File: config.mk
export PLATFORM = sky130hd
export DESIGN_NAME = led_bounce_scanner_unit
export DESIGN_NICKNAME = d
export VERILOG_FILES = /design/src/hw/rtl/lbs_pkg.sv /design/src/hw/rtl/led_bounce_scanner_unit.sv /design/src/hw/rtl/lbs_shade.sv
export SDC_FILE = /design/constraint.sdc
export NUM_CORES = 1
export LEC_CHECK = 0
export BUFFER_PORTS_ARGS = -buffer_cell sky130_fd_sc_hd__buf_2
export CAP_MARGIN = 20
export CORE_AREA = 2 2 149 296
export CTS_BUF_LIST = sky130_fd_sc_hd__clkbuf_8
export CTS_CLUSTER_SIZE = 24
export DETAILED_ROUTE_END_ITERATION = 8
export DIE_AREA = 0 0 151 298
export GPL_TIMING_DRIVEN = 0
export HOLD_SLACK_MARGIN = 0.06
export MAX_ROUTING_LAYER = met4
export PLACE_DENSITY = 0.71
export SLEW_MARGIN = 20
export SYNTH_ARGS = -nofsm -noshare
export SYNTH_HDL_FRONTEND = slang
export SYNTH_SLANG_ARGS = --single-unit
export TNS_END_PERCENT = 20
File: constraint.sdc
create_clock -name clk -period 7.05 [get_ports clk]
set_clock_uncertainty 0.05 [all_clocks]
set_input_delay 1.41 -clock clk [delete_from_list [all_inputs] [get_ports clk]]
set_output_delay 1.41 -clock clk [all_outputs]
set_load 0.02 [all_outputs]
File: src/hw/rtl/lbs_pkg.sv
`timescale 1ns / 1ps

package lbs_pkg;

  // Operation codes carried in the input word.
  typedef enum logic [1:0] {
    OP_QUERY   = 2'd0,
    OP_ADVANCE = 2'd1,
    OP_RESTART = 2'd2,
    OP_STOP    = 2'd3
  } op_t;

  // Configuration register indexes.
  localparam logic [2:0] REG_BASE_RED     = 3'd0;
  localparam logic [2:0] REG_BASE_GREEN   = 3'd1;
  localparam logic [2:0] REG_BASE_BLUE    = 3'd2;
  localparam logic [2:0] REG_BRIGHTNESS   = 3'd3;
  localparam logic [2:0] REG_SPEED_Q4     = 3'd4;
  localparam logic [2:0] REG_STRIP_LENGTH = 3'd5;

  localparam int CFG_IDX_W  = 3;
  localparam int CFG_DATA_W = 10;

  localparam logic [9:0] SPEED_MIN_Q4   = 10'd48;
  localparam logic [9:0] SPEED_MAX_Q4   = 10'd640;
  localparam logic [10:0] ACCUM_LIMIT_Q4 = 11'd240;
  localparam logic [5:0] SPEED_FLOOR    = 6'd3;

  // Trail scale factors, already incremented by one (nscale uses s + 1).
  localparam logic [7:0] MUL_TRAIL1 = 8'd154;
  localparam logic [7:0] MUL_TRAIL2 = 8'd78;
  localparam logic [7:0] MUL_DIM    = 8'd52;

  localparam logic [7:0] RST_BASE_RED     = 8'd255;
  localparam logic [7:0] RST_BASE_GREEN   = 8'd0;
  localparam logic [7:0] RST_BASE_BLUE    = 8'd0;
  localparam logic [7:0] RST_BRIGHTNESS   = 8'd255;
  localparam logic [7:0] RST_STRIP_LENGTH = 8'd60;

  typedef struct packed {
    logic [1:0] op;
    logic [7:0] pixel_index;
  } in_word_t;

  typedef struct packed {
    logic [7:0] out_red;
    logic [7:0] out_green;
    logic [7:0] out_blue;
    logic [7:0] head_position;
    logic       heading_up;
  } out_word_t;

  typedef struct packed {
    logic [7:0] red;
    logic [7:0] green;
    logic [7:0] blue;
  } rgb_t;

  // Scanner position state seen by the pixel shader.
  typedef struct packed {
    logic [7:0] head_pos;
    logic       going_up;
    logic [7:0] strip_length;
  } scan_view_t;

  // Video scaling: never rounds a lit channel down to zero.
  function automatic logic [7:0] video_scale(logic [7:0] c, logic [7:0] s);
    logic [15:0] prod;
    logic [7:0]  bump;
    prod = {8'd0, c} * {8'd0, s};
    bump = ((c != 8'd0) && (s != 8'd0)) ? 8'd1 : 8'd0;
    return prod[15:8] + bump;
  endfunction

  function automatic logic [7:0] nscale(logic [7:0] c, logic [7:0] k);
    logic [15:0] prod;
    prod = {8'd0, c} * {8'd0, k};
    return prod[15:8];
  endfunction

  // Head step: 1 + (floor(speed) - 3) * 5 / 27, by compare ladder (0..185).
  function automatic logic [2:0] step_from_speed(logic [9:0] sq);
    logic [5:0] x;
    logic [7:0] p;
    logic [2:0] q;
    x = sq[9:4] - SPEED_FLOOR;
    p = {2'd0, x} * 8'd5;
    if (p >= 8'd162)      q = 3'd6;
    else if (p >= 8'd135) q = 3'd5;
    else if (p >= 8'd108) q = 3'd4;
    else if (p >= 8'd81)  q = 3'd3;
    else if (p >= 8'd54)  q = 3'd2;
    else if (p >= 8'd27)  q = 3'd1;
    else                  q = 3'd0;
    return q + 3'd1;
  endfunction

endpackage

File: src/hw/rtl/led_bounce_scanner_unit.sv
`timescale 1ns / 1ps
// Pipeline: an accepted word passes the input register, then the result register.
// Throughput: one word per cycle in each direction unless stalled; the state update is one add and compare.
// Backpressure: input stage holds while the result register is full and not taken.
// Reset (rst, synchronous, active high): registers to defaults, head 0, heading up, stopped.
// Scaled color and head step are re-derived from the registers every cycle.

module led_bounce_scanner_unit (
  input  logic                              clk,
  input  logic                              rst,
  input  logic                              in_valid,
  output logic                              in_ready,
  input  lbs_pkg::in_word_t                 in_data,
  output logic                              out_valid,
  input  logic                              out_ready,
  output lbs_pkg::out_word_t                out_data,
  input  logic                              cfg_we,
  input  logic [lbs_pkg::CFG_IDX_W-1:0]     cfg_index,
  input  logic [lbs_pkg::CFG_DATA_W-1:0]    cfg_data
);

  // Configuration registers
  logic [7:0] base_red;
  logic [7:0] base_green;
  logic [7:0] base_blue;
  logic [7:0] brightness;
  logic [9:0] speed_q4;
  logic [7:0] strip_length;

  // Derived from configuration via their own register, so they trail a write. The user must
  // make config writes only while idle (not enforced by the block), so no item sees a stale value.
  lbs_pkg::rgb_t scaled;
  logic [2:0]    step;

  // Scanner state
  logic [7:0] head_pos;
  logic       going_up;
  logic       running;
  logic [9:0] delay_accum;
  logic [7:0] head_pos_next;
  logic       going_up_next;
  logic       running_next;
  logic [9:0] delay_accum_next;

  // Input stage and result register
  logic               s1_valid;
  lbs_pkg::in_word_t  s1_data;
  logic               advance;
  lbs_pkg::rgb_t      color;
  lbs_pkg::scan_view_t view;

  assign advance  = !out_valid || out_ready;
  assign in_ready = !s1_valid || advance;

  // ---------------------------------------------------------------------------
  // Configuration port: speed saturates, a zero strip length is stored as one,
  // indexes past the list are dropped.
  // ---------------------------------------------------------------------------
  always_ff @(posedge clk) begin
    if (rst) begin
      base_red     <= lbs_pkg::RST_BASE_RED;
      base_green   <= lbs_pkg::RST_BASE_GREEN;
      base_blue    <= lbs_pkg::RST_BASE_BLUE;
      brightness   <= lbs_pkg::RST_BRIGHTNESS;
      speed_q4     <= lbs_pkg::SPEED_MIN_Q4;
      strip_length <= lbs_pkg::RST_STRIP_LENGTH;
    end else if (cfg_we) begin
      case (cfg_index)
        lbs_pkg::REG_BASE_RED:   base_red   <= cfg_data[7:0];
        lbs_pkg::REG_BASE_GREEN: base_green <= cfg_data[7:0];
        lbs_pkg::REG_BASE_BLUE:  base_blue  <= cfg_data[7:0];
        lbs_pkg::REG_BRIGHTNESS: brightness <= cfg_data[7:0];
        lbs_pkg::REG_SPEED_Q4: begin
          if (cfg_data < lbs_pkg::SPEED_MIN_Q4)      speed_q4 <= lbs_pkg::SPEED_MIN_Q4;
          else if (cfg_data > lbs_pkg::SPEED_MAX_Q4) speed_q4 <= lbs_pkg::SPEED_MAX_Q4;
          else                                       speed_q4 <= cfg_data;
        end
        lbs_pkg::REG_STRIP_LENGTH: begin
          strip_length <= (cfg_data[7:0] == 8'd0) ? 8'd1 : cfg_data[7:0];
        end
        default: ;
      endcase
    end
  end

  // Brightness-scaled base color and head step, refreshed every cycle.
  always_ff @(posedge clk) begin
    if (rst) begin
      scaled.red   <= lbs_pkg::video_scale(lbs_pkg::RST_BASE_RED, lbs_pkg::RST_BRIGHTNESS);
      scaled.green <= lbs_pkg::video_scale(lbs_pkg::RST_BASE_GREEN, lbs_pkg::RST_BRIGHTNESS);
      scaled.blue  <= lbs_pkg::video_scale(lbs_pkg::RST_BASE_BLUE, lbs_pkg::RST_BRIGHTNESS);
      step         <= lbs_pkg::step_from_speed(lbs_pkg::SPEED_MIN_Q4);
    end else begin
      scaled.red   <= lbs_pkg::video_scale(base_red, brightness);
      scaled.green <= lbs_pkg::video_scale(base_green, brightness);
      scaled.blue  <= lbs_pkg::video_scale(base_blue, brightness);
      step         <= lbs_pkg::step_from_speed(speed_q4);
    end
  end

  // ---------------------------------------------------------------------------
  // Pixel shading on the word in the input stage, against current state.
  // ---------------------------------------------------------------------------
  assign view.head_pos     = head_pos;
  assign view.going_up     = going_up;
  assign view.strip_length = strip_length;

  lbs_shade u_shade (
    .item   (s1_data),
    .view   (view),
    .scaled (scaled),
    .color  (color)
  );

  // ---------------------------------------------------------------------------
  // State update for the word in the input stage.
  // ---------------------------------------------------------------------------
  logic [10:0] accum_sum;
  logic [8:0]  up_pos;
  logic [8:0]  len_m1;
  logic [9:0]  down_pos;

  assign accum_sum = {1'b0, delay_accum} + {1'b0, speed_q4};
  assign up_pos    = {1'b0, head_pos} + {6'd0, step};
  assign len_m1    = {1'b0, strip_length} - 9'd1;
  assign down_pos  = {2'b00, head_pos} - {7'd0, step};

  always_comb begin
    head_pos_next    = head_pos;
    going_up_next    = going_up;
    running_next     = running;
    delay_accum_next = delay_accum;
    case (lbs_pkg::op_t'(s1_data.op))
      lbs_pkg::OP_QUERY: ;
      lbs_pkg::OP_ADVANCE: begin
        if (running) begin
          if (accum_sum < lbs_pkg::ACCUM_LIMIT_Q4) begin
            delay_accum_next = accum_sum[9:0];
          end else begin
            delay_accum_next = '0;
            if (going_up) begin
              // Reaching or passing the last pixel turns the scanner around.
              if (up_pos >= len_m1) begin
                head_pos_next = len_m1[7:0];
                going_up_next = 1'b0;
              end else begin
                head_pos_next = up_pos[7:0];
              end
            end else begin
              // Down: at or past zero, or beyond a shrunken strip, restart at 0.
              if (down_pos[9] || (down_pos == 10'd0) ||
                  (down_pos > {2'b00, strip_length})) begin
                head_pos_next = 8'd0;
                going_up_next = 1'b1;
              end else begin
                head_pos_next = down_pos[7:0];
              end
            end
          end
        end
      end
      lbs_pkg::OP_RESTART: begin
        head_pos_next = 8'd0;
        going_up_next = 1'b1;
        running_next  = 1'b1;
      end
      lbs_pkg::OP_STOP: running_next = 1'b0;
      default: ;
    endcase
  end

  // ---------------------------------------------------------------------------
  // Pipeline registers. State commits when the word moves to the result register.
  // ---------------------------------------------------------------------------
  always_ff @(posedge clk) begin
    if (rst) begin
      s1_valid    <= 1'b0;
      out_valid   <= 1'b0;
      head_pos    <= 8'd0;
      going_up    <= 1'b1;
      running     <= 1'b0;
      delay_accum <= '0;
    end else begin
      if (in_ready) begin
        s1_valid <= in_valid;
      end
      if (advance) begin
        out_valid <= s1_valid;
        if (s1_valid) begin
          head_pos    <= head_pos_next;
          going_up    <= going_up_next;
          running     <= running_next;
          delay_accum <= delay_accum_next;
        end
      end
    end
  end

  always_ff @(posedge clk) begin
    if (in_ready && in_valid) begin
      s1_data <= in_data;
    end
    if (advance && s1_valid) begin
      out_data.out_red       <= color.red;
      out_data.out_green     <= color.green;
      out_data.out_blue      <= color.blue;
      out_data.head_position <= head_pos_next;
      out_data.heading_up    <= going_up_next;
    end
  end

endmodule

File: src/hw/rtl/lbs_shade.sv
`timescale 1ns / 1ps

module lbs_shade (
  input  lbs_pkg::in_word_t   item,
  input  lbs_pkg::scan_view_t view,
  input  lbs_pkg::rgb_t       scaled,
  output lbs_pkg::rgb_t       color
);

  logic [8:0] idx9;
  logic [8:0] head9;
  logic [8:0] trail1;
  logic [8:0] trail2;
  logic [7:0] mul;
  logic       full;
  logic       on_strip;

  assign idx9  = {1'b0, item.pixel_index};
  assign head9 = {1'b0, view.head_pos};

  // Trail lies behind the direction of travel; 9-bit wrap keeps a head at
  // the low end from matching any real index.
  assign trail1 = view.going_up ? head9 - 9'd1 : head9 + 9'd1;
  assign trail2 = view.going_up ? head9 - 9'd2 : head9 + 9'd2;

  assign full     = (idx9 == head9);
  assign on_strip = (item.pixel_index < view.strip_length);

  always_comb begin
    if (idx9 == trail1)      mul = lbs_pkg::MUL_TRAIL1;
    else if (idx9 == trail2) mul = lbs_pkg::MUL_TRAIL2;
    else                     mul = lbs_pkg::MUL_DIM;

    color = '0;
    if ((lbs_pkg::op_t'(item.op) == lbs_pkg::OP_QUERY) && on_strip) begin
      if (full) begin
        color = scaled;
      end else begin
        color.red   = lbs_pkg::nscale(scaled.red, mul);
        color.green = lbs_pkg::nscale(scaled.green, mul);
        color.blue  = lbs_pkg::nscale(scaled.blue, mul);
      end
    end
  end

endmodule

==> metrics.cfg <==
[synthesis]
yosysMostFrequentCell = inv_1
synth_area_leaders = fa_1, ha_1, dfxtp_1, edfxtp_1, inv_1
ys_seq_area_frac = 0.1726
async_flop_share = 0
yosysTopAreaCell = fa_1
synth_nets = 2687
synth_common_cells = inv_1, ha_1, nand2_1
syn_area_mm2 = 0.01896
synth_warnings = 0
ys.flop_type = dfxtp_1
ys_types = 73
synth_seq_cells = 142
synthCells = 2190
synth_top_area_frac = 0.2091
synth_edf_count = 43
syn_avg_cell_area_um2 = 8.658

[setup_path]
worstReg2RegStart = head_pos[0]$_SDFFE_PP0P_
end_kind = flip-flop
path_class = reg -> reg
path_delay_family = adder cells
crit_chain = fa_2, a21o_1, a21o_1, a21o_1, a21oi_1, xnor2_1, clkbuf_2, a31oi_1, nand2_1, fa_1, fa_1, inv_1, fa_1, inv_1, fa_1, inv_1, ha_1, o21a_1, o211ai_1, o211ai_1, a31oi_1, o21bai_1, xnor2_1, o21ai_2
cpPeakStageDelay_ns = 0.55
cp_common_cell = fa_1
critPathLaunch = head_pos[0]$_SDFFE_PP0P_
path_depth = 24
cp_max_fo = 10
critPathBufInv = 4
startpoint_type = flip-flop
worst_ep_arrival_time_ns = 7.08
worst-r2r-cell-count = 24
cp.required_ns = 7.28
slowest_stage = fa_1

[clock_tree]
clock_latency_ns = 0.53
cts.htree.levels = 4
clockBufferDepth = 2
clk_pin_slew_worst_paths_ns = 0.11
hold_buffers = 0
cts_tree = done
cts_root_buf = clkbuf_8
cts_made_buffers = 17
clock_sinks = 142

[global_routing]
grtUsageMet3 = 0.03047
grt_pass1_wl_um = 84800
grt_pass1_vias = 16700
grtUsageTotal = 0.2511
met1_usage = 0.2351
grt_start_max_net_pins = 21
grt.busiest_layer = met2
antenna_found_initial = 1
overflow = 0
use_met2 = 0.4590

[floorplan]
row_count = 107
fp.dieW_um = 151
die_y_um = 298
ioPinCount = 63
core-area_mm2 = 0.04257
die_area_mm2 = 0.04500
start_util = 0.4454

[timing]
layout_min_cycle_time_ns = 6.842
worst_pin_slew_ns = 0.9261
hold_viol = 0
layout_setup_ws_ns = 0.2078
whs_ns = 0.4183
maxSlewHeadroom = 0.3803
finalMaxSlewViolations = 0
finalSetupViolations = 0
fmax_mhz = 146.2
period_share = 0.9705

[placement]
dp.cells = 2794
pre_cts_slack_ns = -2.214
placed_area_mm2 = 0.01997
hpwlAfterDp_um = 44260
gp_congestion = 1.036
port_buffers = 58

[layout]
finalNonFillerCells = 2839
drive_gt1_frac = 0.09027
postLayoutCellArea_mm2 = 0.02087
layout.nets = 2777
syn_to_final_growth_pct = 10.07

[routing]
vias = 15730
wl_um = 53380
routed_via_density = 5.541
first_pass_iters = 6
drc = 0
drt_iter0_drc = 647
drt.antenna.violating_nets = 0
wire_per_inst_um = 18.80

[hold_path]
worstHoldPathCells = 2
hp-class = reg -> reg
min_from = delay_accum[0]$_SDFFE_PP0P_

[run]
cap_viol_max_count = 0

[power]
vdd.ir_drop.worst_uv = 297.7
p_leak_nw = 10.32
p_total_mw = 4.659
powerDensity_mw_per_mm2 = 223.3

[status]
status = completed

-- report_power, final --
group / internal (mW) / leakage [nW] / switching (mW)
logic: 1.32 / 8.89 / 1.65
clock network: 0.325 / 0.200 / 0.400
registers: 0.907 / 1.23 / 0.0507
total: 2.55 / 10.3 / 2.11
-- stage by stage --
stage / setup TNS [ns] / utilization
after floorplan: 0 / -
after global placement: -31.91 / 0.4682
after detailed placement: -33.01 / 0.4691
after CTS: 0 / 0.4836
after global routing: -0.07185 / 0.4902
final: 0 / 0.4902
-- what timing repair did --
item | 4_1_cts | 5_1_grt
pin swaps | 6 | 20
gates cloned | 0 | 0
gates resized for setup | 57 | 49
buffers inserted | 5 | 10
endpoints found under the setup margin | 24 | 17
-- worst min-delay path, cell delays in order (launching register included) --
cell and delay, ns:
dfxtp_1 0.33, nand2_1 0.05, a21oi_1 0.05
-- layout make-up --
| cell class | count | area [um^2] |
|---|---|---|
| Clock buffer | 17 | 234.0 |
| Tap cell | 545 | 681.9 |
| Multi-Input combinational cell | 1653 | 14480 |
| Timing Repair Buffer | 74 | 446.7 |
| Inverter | 303 | 1142 |
| Sequential cell | 142 | 3288 |
| Clock inverter | 15 | 178.9 |
| Buffer | 89 | 416.7 |
| Fill cell | 4010 | 21700 |
| Antenna cell | 1 | 2.502 |
-- metal layers --
metal,wire length (um),part of all wire
met3,1811,0.034
met1,18120,0.34
met2,29060,0.54
met4,4386,0.082
met5,0,0
-- cell families (layout without fill, tap and decap cells) --
kind of cell	count (synthesis)	in the layout	share of synthesized area
compound gates	296	296	0.1049
xor+xnor	126	126	0.05893
simple gates	755	755	0.1928
fa+ha+maj	469	469	0.3879
flops	142	142	0.1726
mux	7	7	0.003761
buf+inv	395	498	0.07919
other cells	0	1	0
-- flip-flops by register name, indices dropped and copies added, names as in the netlist --
| register | flops |
|---|---|
| going_up | 1 |
| brightness | 8 |
| strip_length | 8 |
| base_red | 8 |
| speed_q4 | 10 |
| base_blue | 8 |
| head_pos | 8 |
| base_green | 8 |
| delay_accum | 10 |
| s1_valid | 1 |
| out_data | 33 |
| running | 1 |
| out_valid | 1 |
| step | 3 |
| s1_data | 10 |
| scaled | 24 |
-- final timing paths --
| path | slack, ns | endpoint |
|---|---|---|
| max reg2reg | 0.21 | out_data[23]$_SDFFCE_PN0P_ |
| max | 0.21 | out_data[23]$_SDFFCE_PN0P_ |
| min | 0.42 | delay_accum[0]$_SDFFE_PP0P_ |
| min reg2reg | 0.42 | delay_accum[0]$_SDFFE_PP0P_ |
-- cell usage in the layout (no fill, tap or decap), types with 17 or more instances in the layout --
| master | n |
|---|---|
| edfxtp_1 | 43 |
| a21oi_1 | 101 |
| nor2b_1 | 28 |
| a21o_1 | 23 |
| nor3_1 | 34 |
| and2_1 | 117 |
| nor2_1 | 165 |
| nand3_1 | 32 |
| buf_2 | 66 |
| ha_1 | 270 |
| nand2_1 | 251 |
| inv_1 | 302 |
| a22o_1 | 19 |
| o21ai_0 | 32 |
| dfxtp_1 | 95 |
| xnor2_1 | 78 |
| nand2b_1 | 20 |
| clkbuf_8 | 17 |
| xor2_1 | 46 |
| fa_1 | 197 |
| clkbuf_1 | 62 |
No activity file was read; power rests on OpenSTA's default activity.
